[src/rtl/swarm_gradient_edge_controller_assert.svh]
// ----------------------------------------------------------------------------
// Swarm gradient edge controller assertion macros
// Concurrent check wrappers; empty when SYNTHESIS is defined.
// ----------------------------------------------------------------------------
`ifndef SWARM_GRADIENT_EDGE_CONTROLLER_ASSERT_SVH
`define SWARM_GRADIENT_EDGE_CONTROLLER_ASSERT_SVH

`ifndef SYNTHESIS

// same-cycle implication, sampled on clock, off during reset
`define SGEC_ASSERT_SAME(lbl, ante, cons) \
   lbl: assert property (@(posedge clock) disable iff (reset) (ante) |-> (cons)) \
      else $error("sgec assertion failed");

// next-cycle implication, sampled on clock, off during reset
`define SGEC_ASSERT_NEXT(lbl, ante, cons) \
   lbl: assert property (@(posedge clock) disable iff (reset) (ante) |=> (cons)) \
      else $error("sgec assertion failed");

`else

`define SGEC_ASSERT_SAME(lbl, ante, cons)
`define SGEC_ASSERT_NEXT(lbl, ante, cons)

`endif

`endif

[src/rtl/sgec_pkg.sv]
// ----------------------------------------------------------------------------
// sgec_pkg
// Shared types, register indexes, command codes and helpers.
// ----------------------------------------------------------------------------
`default_nettype none

package sgec_pkg;

   localparam int CsrIndexWidth = 3;
   localparam int CsrDataWidth  = 8;

   // configuration register indexes
   localparam logic [CsrIndexWidth-1:0] CSR_IS_SEED          = 3'd0;
   localparam logic [CsrIndexWidth-1:0] CSR_ROUND_LENGTH     = 3'd1;
   localparam logic [CsrIndexWidth-1:0] CSR_NEIGHBOUR_RANGE  = 3'd2;
   localparam logic [CsrIndexWidth-1:0] CSR_NEAR_LIMIT       = 3'd3;
   localparam logic [CsrIndexWidth-1:0] CSR_ORBIT_RADIUS     = 3'd4;
   localparam logic [CsrIndexWidth-1:0] CSR_SILENCE_TIMEOUT  = 3'd5;
   localparam logic [CsrIndexWidth-1:0] CSR_EDGE_ROUNDS      = 3'd6;

   // motion commands
   localparam logic [2:0] CMD_NONE    = 3'd0;
   localparam logic [2:0] CMD_STOP    = 3'd1;
   localparam logic [2:0] CMD_FORWARD = 3'd2;
   localparam logic [2:0] CMD_LEFT    = 3'd3;
   localparam logic [2:0] CMD_RIGHT   = 3'd4;

   // LED colors, bit2 red, bit1 green, bit0 blue
   localparam logic [2:0] LED_OFF    = 3'd0;
   localparam logic [2:0] LED_BLUE   = 3'd1;
   localparam logic [2:0] LED_GREEN  = 3'd2;
   localparam logic [2:0] LED_RED    = 3'd4;
   localparam logic [2:0] LED_YELLOW = 3'd6;

   // item kinds
   localparam logic FUNC_MESSAGE = 1'b0;
   localparam logic FUNC_TICK    = 1'b1;

   localparam logic [7:0] FAR_DISTANCE  = 8'd200;
   localparam logic [7:0] GRADIENT_MAX  = 8'd255;
   localparam logic [6:0] SILENCE_MAX   = 7'd127;
   localparam logic [7:0] EDGE_MAX      = 8'd255;

   // register reset values
   localparam logic       RST_IS_SEED          = 1'b0;
   localparam logic [7:0] RST_ROUND_LENGTH     = 8'd8;
   localparam logic [7:0] RST_NEIGHBOUR_RANGE  = 8'd60;
   localparam logic [7:0] RST_NEAR_LIMIT       = 8'd30;
   localparam logic [7:0] RST_ORBIT_RADIUS     = 8'd50;
   localparam logic [6:0] RST_SILENCE_TIMEOUT  = 7'd64;
   localparam logic [7:0] RST_EDGE_ROUNDS      = 8'd32;

   typedef struct packed {
      logic       is_seed;
      logic [7:0] round_length;
      logic [7:0] neighbour_range;
      logic [7:0] near_limit;
      logic [7:0] orbit_radius;
      logic [6:0] silence_timeout;
      logic [7:0] edge_rounds;
   } cfg_type;

   typedef struct packed {
      logic [7:0] message_count;
      logic [7:0] min_gradient;
      logic [7:0] max_gradient;
      logic [7:0] nearest;
      logic [7:0] own_gradient;
      logic [7:0] edge_count;
      logic       moving;
      logic [6:0] silence_ticks;
   } state_type;

   typedef struct packed {
      logic [7:0] gradient;
      logic       moving;
      logic [2:0] motion_cmd;
      logic [2:0] led_color;
   } result_type;

   function automatic logic [2:0] orbit_cmd(input logic [7:0] d,
                                            input logic [7:0] near_limit,
                                            input logic [7:0] desired);
      logic [2:0] cmd;
      if (d < near_limit)     cmd = CMD_FORWARD;
      else if (d > desired)   cmd = CMD_RIGHT;
      else if (d < desired)   cmd = CMD_LEFT;
      else                    cmd = CMD_FORWARD;
      return cmd;
   endfunction

   function automatic logic [2:0] gradient_color(input logic [7:0] g);
      logic [2:0] c;
      case (g)
         8'd0:    c = LED_GREEN;
         8'd1:    c = LED_YELLOW;
         8'd2:    c = LED_BLUE;
         8'd3:    c = LED_RED;
         default: c = LED_OFF;
      endcase
      return c;
   endfunction

endpackage

`default_nettype wire

[src/rtl/swarm_gradient_edge_controller.sv]
// A transaction accepted on req is captured in the input register, then in the
// result register, from which it is presented on rsp.
// Throughput: one transaction per cycle; the input register and the result
// register run as a two-stage pipeline, so req is stalled only while a
// result is held by rsp_stall and the input register is occupied.
// Reset: synchronous, active high; clears the pipeline, loads register
// defaults and the node state (gradient 255, counters zero, not moving).
`default_nettype none

`include "swarm_gradient_edge_controller_assert.svh"

module swarm_gradient_edge_controller
   import sgec_pkg::*;
(
   input  wire logic                     clock,
   input  wire logic                     reset,
   // input items
   input  wire logic                     req_valid,
   output      logic                     req_stall,
   input  wire logic                     req_func,
   input  wire logic [7:0]               req_neighbour_gradient,
   input  wire logic [7:0]               req_distance_mm,
   // results
   output      logic                     rsp_valid,
   input  wire logic                     rsp_stall,
   output      logic [7:0]               rsp_gradient,
   output      logic                     rsp_moving,
   output      logic [2:0]               rsp_motion_cmd,
   output      logic [2:0]               rsp_led_color,
   // configuration
   input  wire logic                     csr_valid,
   output      logic                     csr_ready,
   input  wire logic [CsrIndexWidth-1:0] csr_index,
   input  wire logic [CsrDataWidth-1:0]  csr_wdata
);

   cfg_type    cfg;
   result_type result;
   result_type out_ff;
   logic       core_moving;

   logic       in_vld_ff, in_vld_in;
   logic       in_func_ff;
   logic [7:0] in_gradient_ff;
   logic [7:0] in_distance_ff;
   logic       out_vld_ff, out_vld_in;
   logic       out_take;
   logic       advance;
   logic       req_take;

   assign out_take  = !out_vld_ff || !rsp_stall;
   assign advance   = in_vld_ff && out_take;
   assign req_stall = in_vld_ff && !out_take;
   assign req_take  = req_valid && !req_stall;

   always_comb begin
      in_vld_in = in_vld_ff;
      if (req_take)     in_vld_in = 1'b1;
      else if (advance) in_vld_in = 1'b0;

      out_vld_in = out_vld_ff;
      if (advance)       out_vld_in = 1'b1;
      else if (out_take) out_vld_in = 1'b0;
   end

   sgec_cfg u_cfg (
      .clock     (clock),
      .reset     (reset),
      .csr_valid (csr_valid),
      .csr_ready (csr_ready),
      .csr_index (csr_index),
      .csr_wdata (csr_wdata),
      .cfg       (cfg)
   );

   sgec_core u_core (
      .clock         (clock),
      .reset         (reset),
      .cfg           (cfg),
      .item_go       (advance),
      .item_func     (in_func_ff),
      .item_gradient (in_gradient_ff),
      .item_distance (in_distance_ff),
      .result        (result),
      .moving        (core_moving)
   );

   always_ff @(posedge clock) begin
      if (reset) begin
         in_vld_ff  <= 1'b0;
         out_vld_ff <= 1'b0;
      end else begin
         in_vld_ff  <= in_vld_in;
         out_vld_ff <= out_vld_in;
      end
   end

   always_ff @(posedge clock) begin
      if (req_take) begin
         in_func_ff     <= req_func;
         in_gradient_ff <= req_neighbour_gradient;
         in_distance_ff <= req_distance_mm;
      end
      if (advance) begin
         out_ff <= result;
      end
   end

   assign rsp_valid      = out_vld_ff;
   assign rsp_gradient   = out_ff.gradient;
   assign rsp_moving     = out_ff.moving;
   assign rsp_motion_cmd = out_ff.motion_cmd;
   assign rsp_led_color  = out_ff.led_color;

   // moving mode is never left once entered
   `SGEC_ASSERT_NEXT(a_moving_sticky, core_moving, core_moving)
   // a silence stop always blanks the LED
   `SGEC_ASSERT_SAME(a_stop_led_off, rsp_valid && rsp_motion_cmd == CMD_STOP,
                     rsp_led_color == LED_OFF)
   // orbit commands only come out in moving mode
   `SGEC_ASSERT_SAME(a_orbit_moving, rsp_valid && (rsp_motion_cmd == CMD_FORWARD ||
                     rsp_motion_cmd == CMD_LEFT || rsp_motion_cmd == CMD_RIGHT), rsp_moving)
   // input side stalls only while holding a transaction
   `SGEC_ASSERT_SAME(a_stall_holds_item, req_stall, in_vld_ff && out_vld_ff)

endmodule

`default_nettype wire

[src/rtl/sgec_cfg.sv]
// ----------------------------------------------------------------------------
// sgec_cfg
// Configuration register file written over the csr channel.
// ----------------------------------------------------------------------------
`default_nettype none

module sgec_cfg
   import sgec_pkg::*;
(
   input  wire logic                     clock,
   input  wire logic                     reset,
   input  wire logic                     csr_valid,
   output      logic                     csr_ready,
   input  wire logic [CsrIndexWidth-1:0] csr_index,
   input  wire logic [CsrDataWidth-1:0]  csr_wdata,
   output      cfg_type                  cfg
);

   cfg_type cfg_ff;
   cfg_type cfg_in;

   assign csr_ready = 1'b1;
   assign cfg       = cfg_ff;

   always_comb begin
      cfg_in = cfg_ff;
      if (csr_valid) begin
         case (csr_index)
            CSR_IS_SEED:          cfg_in.is_seed          = csr_wdata[0];
            CSR_ROUND_LENGTH:     cfg_in.round_length     = csr_wdata;
            CSR_NEIGHBOUR_RANGE:  cfg_in.neighbour_range  = csr_wdata;
            CSR_NEAR_LIMIT:       cfg_in.near_limit       = csr_wdata;
            CSR_ORBIT_RADIUS:     cfg_in.orbit_radius     = csr_wdata;
            CSR_SILENCE_TIMEOUT:  cfg_in.silence_timeout  = csr_wdata[6:0];
            CSR_EDGE_ROUNDS:      cfg_in.edge_rounds      = csr_wdata;
            default:              cfg_in = cfg_ff;
         endcase
      end
   end

   always_ff @(posedge clock) begin
      if (reset) begin
         cfg_ff.is_seed          <= RST_IS_SEED;
         cfg_ff.round_length     <= RST_ROUND_LENGTH;
         cfg_ff.neighbour_range  <= RST_NEIGHBOUR_RANGE;
         cfg_ff.near_limit       <= RST_NEAR_LIMIT;
         cfg_ff.orbit_radius     <= RST_ORBIT_RADIUS;
         cfg_ff.silence_timeout  <= RST_SILENCE_TIMEOUT;
         cfg_ff.edge_rounds      <= RST_EDGE_ROUNDS;
      end else begin
         cfg_ff <= cfg_in;
      end
   end

endmodule

`default_nettype wire

[src/rtl/sgec_core.sv]
// ----------------------------------------------------------------------------
// sgec_core
// Node state and the single-pass update that produces one result per item.
// ----------------------------------------------------------------------------
`default_nettype none

module sgec_core
   import sgec_pkg::*;
(
   input  wire logic       clock,
   input  wire logic       reset,
   input  wire cfg_type    cfg,
   input  wire logic       item_go,
   input  wire logic       item_func,
   input  wire logic [7:0] item_gradient,
   input  wire logic [7:0] item_distance,
   output      result_type result,
   output      logic       moving
);

   state_type  state_ff;
   state_type  state_in;
   logic [7:0] count_inc;
   logic       silent;
   logic [2:0] cmd;

   assign moving = state_ff.moving;

   always_comb begin
      state_in  = state_ff;
      cmd       = CMD_NONE;
      silent    = 1'b0;
      count_inc = state_ff.message_count + 8'd1;

      if (cfg.is_seed) begin
         state_in.own_gradient = 8'd0;
      end

      if (item_func == FUNC_MESSAGE) begin
         if (!cfg.is_seed) begin
            state_in.message_count = count_inc;
            state_in.silence_ticks = '0;
            if (item_distance <= cfg.neighbour_range) begin
               if (item_gradient < state_ff.min_gradient) begin
                  state_in.min_gradient = item_gradient;
               end
               if (item_gradient > state_ff.max_gradient) begin
                  state_in.max_gradient = item_gradient;
               end
            end
            if (item_distance < state_ff.nearest) begin
               state_in.nearest = item_distance;
            end
            // round end: recompute gradient from the round minimum
            if (count_inc >= cfg.round_length) begin
               state_in.message_count = '0;
               state_in.own_gradient  = (state_in.min_gradient != GRADIENT_MAX) ?
                                        state_in.min_gradient + 8'd1 : GRADIENT_MAX;
               if (state_in.own_gradient > state_in.max_gradient &&
                   state_ff.edge_count != EDGE_MAX) begin
                  state_in.edge_count = state_ff.edge_count + 8'd1;
               end
               state_in.min_gradient = GRADIENT_MAX;
               if (state_ff.moving) begin
                  cmd = orbit_cmd(state_in.nearest, cfg.near_limit, cfg.orbit_radius);
               end
               state_in.nearest = FAR_DISTANCE;
            end
         end
      end else begin
         if (state_ff.silence_ticks != SILENCE_MAX) begin
            state_in.silence_ticks = state_ff.silence_ticks + 7'd1;
         end
      end

      if (state_in.edge_count > cfg.edge_rounds) begin
         state_in.moving = 1'b1;
      end

      if (item_func == FUNC_TICK && state_in.silence_ticks > cfg.silence_timeout &&
          state_in.own_gradient != GRADIENT_MAX && !cfg.is_seed) begin
         cmd                   = CMD_STOP;
         silent                = 1'b1;
         state_in.own_gradient = state_in.own_gradient + 8'd1;
      end

      result.gradient   = state_in.own_gradient;
      result.moving     = state_in.moving;
      result.motion_cmd = cmd;
      result.led_color  = silent ? LED_OFF : gradient_color(state_in.own_gradient);
   end

   always_ff @(posedge clock) begin
      if (reset) begin
         state_ff.message_count <= '0;
         state_ff.min_gradient  <= GRADIENT_MAX;
         state_ff.max_gradient  <= '0;
         state_ff.nearest       <= FAR_DISTANCE;
         state_ff.own_gradient  <= GRADIENT_MAX;
         state_ff.edge_count    <= '0;
         state_ff.moving        <= 1'b0;
         state_ff.silence_ticks <= '0;
      end else if (item_go) begin
         state_ff <= state_in;
      end
   end

endmodule

`default_nettype wire
[config.mk]
export PLATFORM = sky130hd
export DESIGN_NAME = swarm_gradient_edge_controller
export DESIGN_NICKNAME = d
export VERILOG_FILES = /design/src/rtl/sgec_pkg.sv /design/src/rtl/swarm_gradient_edge_controller.sv /design/src/rtl/sgec_cfg.sv /design/src/rtl/sgec_core.sv
export VERILOG_INCLUDE_DIRS = /design/src /design/src/rtl
export SDC_FILE = /design/constraint.sdc
export NUM_CORES = 1
export LEC_CHECK = 0
export ABC_AREA = 1
export BUFFER_PORTS_ARGS = -buffer_cell sky130_fd_sc_hd__buf_2
export CORE_ASPECT_RATIO = 1.1
export CORE_MARGIN = 5
export CORE_UTILIZATION = 30
export CTS_CLUSTER_SIZE = 24
export DETAILED_ROUTE_END_ITERATION = 10
export PLACE_DENSITY = 0.44
export SETUP_SLACK_MARGIN = 0.02
export SLEW_MARGIN = 0
export SYNTH_ARGS = -nofsm -noshare
export SYNTH_HDL_FRONTEND = slang
export SYNTH_SLANG_ARGS = --single-unit
[constraint.sdc]
create_clock -name clock -period 5.4 [get_ports clock]
set_clock_uncertainty 0.1 [all_clocks]
set_input_delay 0.27 -clock clock [delete_from_list [all_inputs] [get_ports clock]]
set_output_delay 0.27 -clock clock [all_outputs]
set_load 0.05 [all_outputs]
==> results of run 1 <==
==> registers in the layout (all words and copies together), names as in the netlist <==
name             cells
in_distance_ff       8
rsp_valid            1
rsp_gradient         8
u_cfg.cfg           48
rsp_moving           1
in_func_ff           1
in_vld_ff            1
rsp_led_color        3
rsp_motion_cmd       3
u_core.state_ff     55
u_core.moving        1
in_gradient_ff       8
==> cell families (layout without fill, tap and decap cells) <==
| kind of cell | after synthesis | count (layout) | share of synthesized area [%] |
|---|---|---|---|
| compound gates | 254 | 254 | 17.67 |
| xor+xnor | 15 | 15 | 1.607 |
| fa+ha+maj | 81 | 81 | 12.39 |
| buf+inv | 202 | 308 | 9.578 |
| flops | 138 | 138 | 37.70 |
| other cells | 1 | 1 | 0.04586 |
| simple gates | 362 | 363 | 21.01 |
==> timing repair <==
action,4_1_cts,5_1_grt
setup endpoints to repair,0,2
resized for setup,0,36
buffers inserted,0,21
hold buffers,18,0
hold endpoints to repair,18,0
==> stage by stage <==
step	utilization [%]	setup TNS (ns)	total power, W
final	36.77	0	0.002937
after global routing	36.77	-0.03472	0.003116
after global placement	32.89	0	0.001761
after CTS	35.64	0	0.002929
after detailed placement	32.89	0	0.001763
after floorplan	-	0	0.001598
==> routing by layer <==
metal	track usage [%]	vias to the layer above
li1	-	3711
met1	18.93	3091
met2	23.73	64
met3	2.479	19
met4	3.506	0
met5	0	-
==> where the power goes <==
| group | internal (W) | switching (W) |
|---|---|---|
| registers | 0.00111 | 0.0000282 |
| logic | 0.000243 | 0.000422 |
| clock network | 0.000649 | 0.000485 |
==> worst max-delay path by stage <==
stage,slack [ns],depth (start not counted),from,end
final,0.38,27,in_gradient_ff[7]$_DFFE_PP_,rsp_moving$_DFFE_PP_
after global routing,-0.03,34,in_distance_ff[1]$_DFFE_PP_,rsp_moving$_DFFE_PP_
after detailed placement,0.29,26,in_distance_ff[7]$_DFFE_PP_,rsp_moving$_DFFE_PP_
after global placement,0.27,24,in_distance_ff[7]$_DFFE_PP_,rsp_moving$_DFFE_PP_
after CTS,0.25,29,in_gradient_ff[7]$_DFFE_PP_,rsp_moving$_DFFE_PP_
after floorplan,0.27,30,in_gradient_ff[7]$_DFFE_PP_,rsp_moving$_DFFE_PP_
==> area by class of cell <==
type,instances,area (um2)
Fill cell,2897,17050
Multi-Input combinational cell,714,4463
Sequential cell,138,3083
Timing Repair Buffer,105,718.2
Inverter,171,641.9
Tap cell,357,446.7
Clock buffer,19,442.9
Clock inverter,13,117.6
==> cells in the mapped netlist, drive strengths merged <==
master / number
nand2: 198
nor4: 2
a21o: 2
xnor2: 3
nand3b: 3
and3: 1
nand4: 17
conb: 1
edfxtp: 32
o21ai: 90
dfxtp: 106
nor2: 92
a21oi: 105
clkbuf: 23
a311oi: 1
o2111ai: 1
buf: 8
o41ai: 1
o221ai: 1
o211ai: 40
clkinv: 3
inv: 168
nor3: 7
ha: 81
o21bai: 1
o21a: 3
xor2: 12
a22oi: 7
nand3: 42
a21boi: 2
==> worst register-to-register path, delay by kind of cell, from the launching register on <==
family / cells / cell delay, ns
xor+xnor: 2 / 0.48
compound gates: 9 / 1.46
flops: 1 / 0.40
buf+inv: 1 / 0.04
fa+ha+maj: 4 / 1.08
simple gates: 11 / 1.20
==> results.md, run 1 <==
- Period utilization: 92.90%
- Top cells by area, synth: dfxtp_1 26%, ha_1 12%, edfxtp_1 12%
- Placed cell count: 1,445
- Largest net degree at the start of global routing: 62
- CTS Buf Count: 17
- Minimum hold slack: 0.04382 ns
- Via count: 6,885
- Critical Path AT: 5.09 ns
- H-tree levels: 4
- Antenna-violating nets left: 0
- Cell count after synthesis: 1,053
- Setup CP Type: reg -> reg
- Max Freq: 199.3 MHz
- Rows: 63
- Startpoint types: register
- Most frequent CP cell: nand2_1
- Layout Area Growth over Synthesis: 21.22%
- Slew @ Worst Pin: 0.9291 ns
- Max Used Layer: met4
- DR iter-0 viols: 300
- DPL Wire Length: 15.65 mm
- Final WS setup: 0.3833 ns
- Initial antenna violation count: 0
- Std-Cell Core Area: 0.02696 mm2
- CP Capture Type: register
- Die Area: 0.03066 mm2
- Die Span Y: 183.2 um
- Max VDD drop: 0.1731 mV
- Fin cells: 1,517
- Cell taking the most area after synthesis: dfxtp_1
- Flops & latches, synth: 138
- Endpoint, Worst Hold: rsp_valid$_SDFFE_PP0P_
- Drt via density: 4.539
- Crit-path slowest cell: edfxtp_1
- CP max stage delay: 0.40 ns
- First-pass GRT wire length: 34.64 mm
- Max_slew headroom: 37.99%
- Pre-CTS WS: 0.2929 ns
- Most common cell after layout, fill and taps aside: inv_1
- Hold Path Depth: 3
- Outcome: completed
- Vias in the first global route: 6,496
- Pwr dens: 296.3 mW/mm2
- ANT cells: 0
- Warnings, synthesis: 0
- CTS tree: done
- Final hold viol count: 0
- Clock slew at reported path FFs: 0.07 ns
- WL/cell: 14.38 um
- Residual DRC: 0
- Nets@finish: 1,261
- Post-Syn Area: 0.008178 mm2
- Top-area cell type share of the netlist area: 25.95%
- Post-synthesis sequential area ratio: 37.70%
- Top Ports: 51
- Tmin final: 5.017 ns
- Lkg Pwr: 4.542 nW
- Crit path max fanout: 8
- Starting Density: 30.34%
- Capturing point of the worst reg2reg path: rsp_moving$_DFFE_PP_
- Gr ovfl total: 0
- Finished layout cell area: 0.009913 mm2
- First drt pass iteration count: 4
- Clock Latency Late Sink: 0.43 ns
- Worst Path Buf+Inv: 1
- Final setup fails: 0
- Clk sinks: 138
- Path depth of the worst reg2reg path: 27
- Reg-to-reg setup timing slack: 0.38 ns
- RR Startpoint: in_gradient_ff[7]$_DFFE_PP_
- Metal2 WL: 10.27 mm
- Final WL: 21.82 mm
- Crit path required time: 5.47 ns
- Most frequent cells in the layout: 165 x inv_1, 159 x nand2_1, 106 x dfxtp_1
- Met1 layer wirelength in the final routing: 10.82 mm
- PortBufs: 49
- Slew Viols, Final: 0
- Post-Synthesis Net Count: 1,167
- Syn Area/Cell: 7.766 um2
- Synth unique cells: 45
- Max-cap violation count: 0
- Ratio of cells with drive above 1 in the final layout: 17.33%
- Max clock buf depth: 2
- Die X-Extent: 167.4 um
- Hold WC Path Type: in -> reg
- WL met3: 482 um
- Critical hold path startpoint: rsp_stall
- Root buf cell: clkbuf_16
- Post-placement cell area: 0.008866 mm2
- Cell family with most CP delay: compound AO/OA/AOI/OAI gates
- Gpl congestion: 0.8322
- Gr usage total: 14.12%
Note: power is estimated with default switching activity, not from simulation.
==> run 2, diff against run 1 <==
--- a/config.mk
+++ b/config.mk
@@ -9,5 +9,4 @@
 export ABC_AREA = 1
 export BUFFER_PORTS_ARGS = -buffer_cell sky130_fd_sc_hd__buf_2
-export CORE_ASPECT_RATIO = 1.1
 export CORE_MARGIN = 5
 export CORE_UTILIZATION = 30
==> constraint.sdc (replaced) <==
create_clock -name clock -period 5.4 [get_ports clock]
set_clock_uncertainty 0.1 [all_clocks]
set_input_delay 0.81 -clock clock [delete_from_list [all_inputs] [get_ports clock]]
set_output_delay 0.81 -clock clock [all_outputs]
set_load 0.05 [all_outputs]
==> results.md, run 2 (same netlist as run 1, synthesis figures left out) <==
- Outcome: completed
- First drt pass iteration count: 5 (+1)
- WL/cell: 14.75 um (+2.6%)
- Gr ovfl total: 0 (unchanged)
- Largest net degree at the start of global routing: 41 (-34%)
- Slew @ Worst Pin: 1.117 ns (+0.1878 ns)
- Critical Path AT: 5.09 ns (about the same)
- PortBufs: 49 (unchanged)
- Most frequent cells in the layout: 165 x inv_1, 159 x nand2_1, 106 x dfxtp_1
- Fin cells: 1,468 (-3.2%)
- Gpl congestion: 0.8254 (-0.82%)
- Final setup fails: 0 (unchanged)
- Root buf cell: clkbuf_16
- First-pass GRT wire length: 34.99 mm (+1.0%)
- Largest Register: u_core.state_ff
- CTS tree: done
- Top Ports: 51 (unchanged)
- Via count: 6,856 (-0.42%)
- Final hold viol count: 0 (unchanged)
- Antenna-violating nets left: 0 (unchanged)
- ANT cells: 0 (unchanged)
- Lkg Pwr: 4.400 nW (-3.1%)
- Clk sinks: 138 (unchanged)
- Max_slew headroom: 25.21% (-13 points)
- Sequential Power Share: 38.6% (about the same)
- Gr usage total: 14.35% (+0.22 points)
- FF/Latch Area: 0.003083 mm2 (unchanged)
- Vias in the first global route: 6,687 (+2.9%)
- Die Area: 0.03066 mm2 (about the same)
- Max Used Layer: met4
- Initial antenna violation count: 0 (unchanged)
- DPL Wire Length: 15.64 mm (about the same)
- Layout Utilization: 35.71% (-1.1 points)
- Metal2 WL: 10.01 mm (-2.5%)
- Max VDD drop: 0.1738 mV (+0.41%)
- Slew Viols, Final: 0 (unchanged)
- Internal power: 0.002030 W (+1.4%)
- Tmin final: 5.025 ns (+0.008710 ns)
- Placed cell count: 1,427 (-1.2%)
- RSZ-0062 raised after global routing: false
- Setup CP Type: reg -> reg
- Setup TNS: 0 ns (unchanged)
- Switching power: 0.0009146 W (-2.2%)
- Met1 layer wirelength in the final routing: 10.64 mm (-1.6%)
- Nets@finish: 1,228 (-2.6%)
- Startpoint types: register
- Residual DRC: 0 (unchanged)
- CTS Buf Count: 17 (unchanged)
- Sw Ratio: 31.06% (-0.77 points)
- PnR Total Power: 0.002945 W (+0.26%)
- Crit path max fanout: 8 (unchanged)
- Drt via density: 4.670 (+2.9%)
- WL met3: 676 um (+40%)
- Max clock buf depth: 2 (unchanged)
- Pwr dens: 306.9 mW/mm2 (+3.6%)
- Clk pwr share: 39.9% (+1.3 points)
- Final WL: 21.65 mm (-0.75%)
- Most frequent CP cell: nand2_1
- CP max stage delay: 0.42 ns (+0.02 ns)
- Crit path required time: 5.47 ns (about the same)
- Rows: 60 (-4.8%)
- Die X-Extent: 175.1 um (+4.6%)
- Starting Density: 30.43% (+0.093 points)
- Fill cell count: 2,879 (-0.62%)
- Multi-input logic area: 0.004432 mm2 (-0.70%)
- Max Freq: 199.0 MHz (-0.17%)
- Std-Cell Core Area: 0.02688 mm2 (-0.31%)
- Period utilization: 93.06% (+0.16 points)
- Combinational power share: 21.5% (-1.1 points)
- H-tree levels: 4 (unchanged)
- Hold WC Path Type: reg -> reg
- Layout Area Growth over Synthesis: 17.35%
- Minimum hold slack: 0.3507 ns (+0.3068 ns)
- Clock slew at reported path FFs: 0.06 ns (about the same)
- Clock Latency Late Sink: 0.42 ns (about the same)
- Crit-path slowest cell: edfxtp_1
- Max-cap violation count: 0 (unchanged)
- Number of flip-flops in the largest register: 55 (unchanged)
- Ratio of cells with drive above 1 in the final layout: 15.88% (-1.4 points)
- Most common cell after layout, fill and taps aside: inv_1
- CP Capture Type: register
- Die Span Y: 175.1 um (-4.4%)
- DR iter-0 viols: 388 (+29%)
## run 2: changes by cell type in the layout (fill, tap and decap cells not counted), sizes merged
cell / previous run / this run
dlygate4sd3: 18 / 0
buf: 87 / 73
clkbuf: 19 / 23
inv: 174 / 172
clkinv: 7 / 6
clkinvlp: 2 / 1
nand2: 199 / 198
## run 2: area by class of cell
class,instances,share of cell area (%)
Inverter,171,6.688
Clock buffer,23,5.202
Multi-Input combinational cell,713,46.18
Clock inverter,9,0.8866
Sequential cell,138,32.13
Timing Repair Buffer,73,4.472
Tap cell,341,4.446
## run 2: path summary, 6_finish.rpt
path / from / end / slack [ns] / cells past startpoint
worst max-delay path: in_distance_ff[7]$_DFFE_PP_ / rsp_moving$_DFFE_PP_ / 0.37 / 31
worst min-delay path: u_cfg.cfg[23]$_SDFFE_PP0P_ / u_cfg.cfg[23]$_SDFFE_PP0P_ / 0.35 / 2
worst max register to register: in_distance_ff[7]$_DFFE_PP_ / rsp_moving$_DFFE_PP_ / 0.37 / 31
worst min register to register: u_cfg.cfg[23]$_SDFFE_PP0P_ / u_cfg.cfg[23]$_SDFFE_PP0P_ / 0.35 / 2
## run 2: stage by stage
step / worst slack, ns / cell area (um2)
after global routing: 0.001273 / 9597
after detailed placement: 0.2331 / 8831
after CTS: 0.2027 / 9415
after floorplan: 0.2735 / 8178
after global placement: 0.3748 / 8831
final: 0.3746 / 9597
## run 2: repair_timing
action | in CTS | in global routing
buffers inserted | 0 | 9
gates resized for setup | 0 | 25
hold buffers | 0 | 0
setup endpoints to repair | 0 | 2
## run 2: critical path, delay by kind of cell (launching register included)
family	cells	cell delay [ns]
AO/OA/AOI/OAI	6	0.95
XOR/XNOR	1	0.21
adder cells (fa/ha/maj)	4	1.04
buffers and inverters	2	0.17
flip-flops	1	0.42
AND/OR/NAND/NOR	18	1.87
## run 2: power groups by stage
stage	logic, W	clock network (W)	registers (W)
after floorplan	0.000422	0	0.00118
after global placement	0.000601	0	0.00116
after detailed placement	0.000601	0	0.00116
after CTS	0.000605	0.00121	0.00114
after global routing	0.000725	0.00127	0.00114
final	0.000633	0.00117	0.00114
## run 2: routing by layer
layer	vias up	track usage, %
met5	-	0
met4	0	3.895
met3	25	2.640
met2	92	23.82
met1	3096	19.17
li1	3643	-
==> run 3, diff against run 2 <==
Settings changed: CORE_ASPECT_RATIO set to 0.6, GPL_TIMING_DRIVEN set to 0.
==> results.md, run 3 (same netlist as run 1, synthesis figures left out) <==
- Max_slew headroom: 35.17% (+10 points)
- Max-cap violation count: 0 (unchanged)
- Crit-path slowest cell: edfxtp_1
- Tmin final: 5.166 ns (+0.1407 ns)
- GRT Max-Usage Layer: met1
- Vias in the first global route: 6,659 (-0.42%)
- Pwr dens: 313.3 mW/mm2 (+2.1%)
- Rows: 46 (-23%)
- CTS Buf Count: 17 (unchanged)
- Layout Utilization: 39.34% (+3.6 points)
- Max Freq: 193.6 MHz (-2.7%)
- Fill cell count: 2,765 (-4.0%)
- Met2 global-route usage: 22.18% (-1.6 points)
- ANT cells: 0 (unchanged)
- CP max stage delay: 0.46 ns (+0.04 ns)
- Drt via density: 4.757 (+1.9%)
- Std-Cell Core Area: 0.02665 mm2 (-0.85%)
- Crit path required time: 5.49 ns (+0.02 ns)
- Die Area: 0.03077 mm2 (+0.35%)
- Largest net degree at the start of global routing: 25 (-39%)
- Root buf cell: clkbuf_16
- Antenna-violating nets left: 0 (unchanged)
- Met1 usage: 26.45% (+7.3 points)
- Via count: 7,373 (+7.5%)
- Final hold viol count: 0 (unchanged)
- Max clock buf depth: 2 (unchanged)
- Hold WC Path Type: reg -> reg
- Reg-to-reg setup timing slack: 0.23 ns (-0.14 ns)
- Startpoint types: register
- H-tree levels: 4 (unchanged)
- Max VDD drop: 0.2179 mV (+25%)
- First drt pass iteration count: 5 (unchanged)
- CP Capture Type: register
- Setup TNS: 0 ns (unchanged)
- PortBufs: 48 (-2.0%)
- Period utilization: 95.67% (+2.6 points)
- Capturing point of the worst reg2reg path: rsp_moving$_DFFE_PP_
- Hold Path Depth: 2 (unchanged)
- Critical Path AT: 5.26 ns (+0.17 ns)
- Final WL: 25.67 mm (+19%)
- Layout Area Growth over Synthesis: 28.20%
- Gr usage total: 16.55% (+2.2 points)
- Die Span Y: 137.9 um (-21%)
- Largest Register: u_core.state_ff
- DPL Wire Length: 18.36 mm (+17%)
- WL/cell: 16.56 um (+12%)
- Clock Latency Late Sink: 0.44 ns (+0.02 ns)
- First-pass GRT wire length: 38.76 mm (+11%)
- Clock slew at reported path FFs: 0.06 ns (about the same)
- Top Ports: 51 (unchanged)
- Residual DRC: 0 (unchanged)
- Starting Density: 30.69% (+0.26 points)
- PnR Total Power: 0.003285 W (+12%)
- Most frequent cells in the layout: 163 x inv_1, 145 x nand2_1, 105 x dfxtp_1
- Met3 Usage GRT: 3.787% (+1.1 points)
- DR iter-0 viols: 494 (+27%)
- Slew Viols, Final: 0 (unchanged)
- Ratio of cells with drive above 1 in the final layout: 22.10% (+6.2 points)
- RR Startpoint: in_distance_ff[7]$_DFFE_PP_
- Final setup fails: 0 (unchanged)
- Gr ovfl total: 0 (unchanged)
- Crit path max fanout: 6 (-2)
- CTS tree: done
- Path depth of the worst reg2reg path: 27 (-13%)
- Die X-Extent: 223.2 um (+27%)
- Critical hold path startpoint: u_cfg.cfg[12]$_SDFFE_PP0P_
- Lkg Pwr: 4.735 nW (+7.6%)
- Initial antenna violation count: 0 (unchanged)
- Nets@finish: 1,291 (+5.1%)
- Endpoint, Worst Hold: u_cfg.cfg[12]$_SDFFE_PP0P_
- Outcome: completed
- Gpl congestion: 0.8062 (-2.3%)
- Setup CP Type: reg -> reg
- Number of flip-flops in the largest register: 55 (unchanged)
- Most common cell after layout, fill and taps aside: inv_1
- Clk sinks: 138 (unchanged)
- Slew @ Worst Pin: 0.9650 ns (-0.1519 ns)
-- run 3: cell types whose count changed in the layout (fill, tap and decap cells not counted), sizes merged --
cell    delta
buf       +40
nand2      +1
bufinv     +2
inv        -3
clkbuf    +23
-- run 3: worst max-delay path by stage --
stage / end / start / slack [ns] / depth (start not counted)
final: rsp_moving$_DFFE_PP_ / in_distance_ff[7]$_DFFE_PP_ / 0.23 / 27
after global routing: u_core.moving$_SDFFE_PP0P_ / in_distance_ff[7]$_DFFE_PP_ / -0.07 / 30
after CTS: rsp_moving$_DFFE_PP_ / in_distance_ff[7]$_DFFE_PP_ / 0.02 / 30
after detailed placement: rsp_moving$_DFFE_PP_ / in_gradient_ff[7]$_DFFE_PP_ / -0.90 / 30
after global placement: rsp_moving$_DFFE_PP_ / in_gradient_ff[7]$_DFFE_PP_ / -0.91 / 30
after floorplan: rsp_moving$_DFFE_PP_ / in_gradient_ff[7]$_DFFE_PP_ / 0.27 / 30
-- run 3: cell type report --
class / count / area [um2] / area share (%)
plain buffers: 30 / 130.1 / 1.241
clock buffers: 24 / 535.5 / 5.108
clock inverters: 8 / 125.1 / 1.193
inverters: 171 / 644.4 / 6.146
multi-input cells: 714 / 4815 / 45.92
flip-flops and latches: 138 / 3084 / 29.42
well taps: 360 / 450.4 / 4.296
repair buffers: 105 / 699.4 / 6.671
-- run 3: worst max-delay path: cells and delay by family (launching register included) --
family	cells	cell delay [ns]
AOI/OAI and AO/OA	6	1.09
adders and majority gates	4	0.99
xor gates and xnor gates	1	0.24
and+or+nand+nor	15	1.83
buffers and inverters	1	0.19
DFF	1	0.46
-- run 3: through the flow --
stage	hold slack (ns)	cells	setup slack, ns	cell area [um2]
after global placement	0.3510	1461	-0.9065	8869
after detailed placement	0.3570	1461	-0.8966	8869
after CTS	0.3657	1515	0.02129	9783
after global routing	0.3791	1550	-0.06882	10480
after floorplan	0.3245	1053	0.2735	8178
final	0.3608	1550	0.2339	10480
-- run 3: where the power goes --
part	internal [W]	switching [W]
logic	0.000314	0.000513
registers	0.00111	0.0000309
clock network	0.000835	0.000481
-- run 3: layer usage --
layer	routed length, um	part of all wire (%)
met5	0	0
met4	223	0.87
met3	1296	5.0
met2	9859	38
met1	14290	56
-- run 3: what timing repair did --
item,in CTS,in global routing
pin swaps,15,53
resized for setup,21,88
setup buffers,22,35
hold buffers,0,0
cloned,0,1
endpoints found under the setup margin,4,2
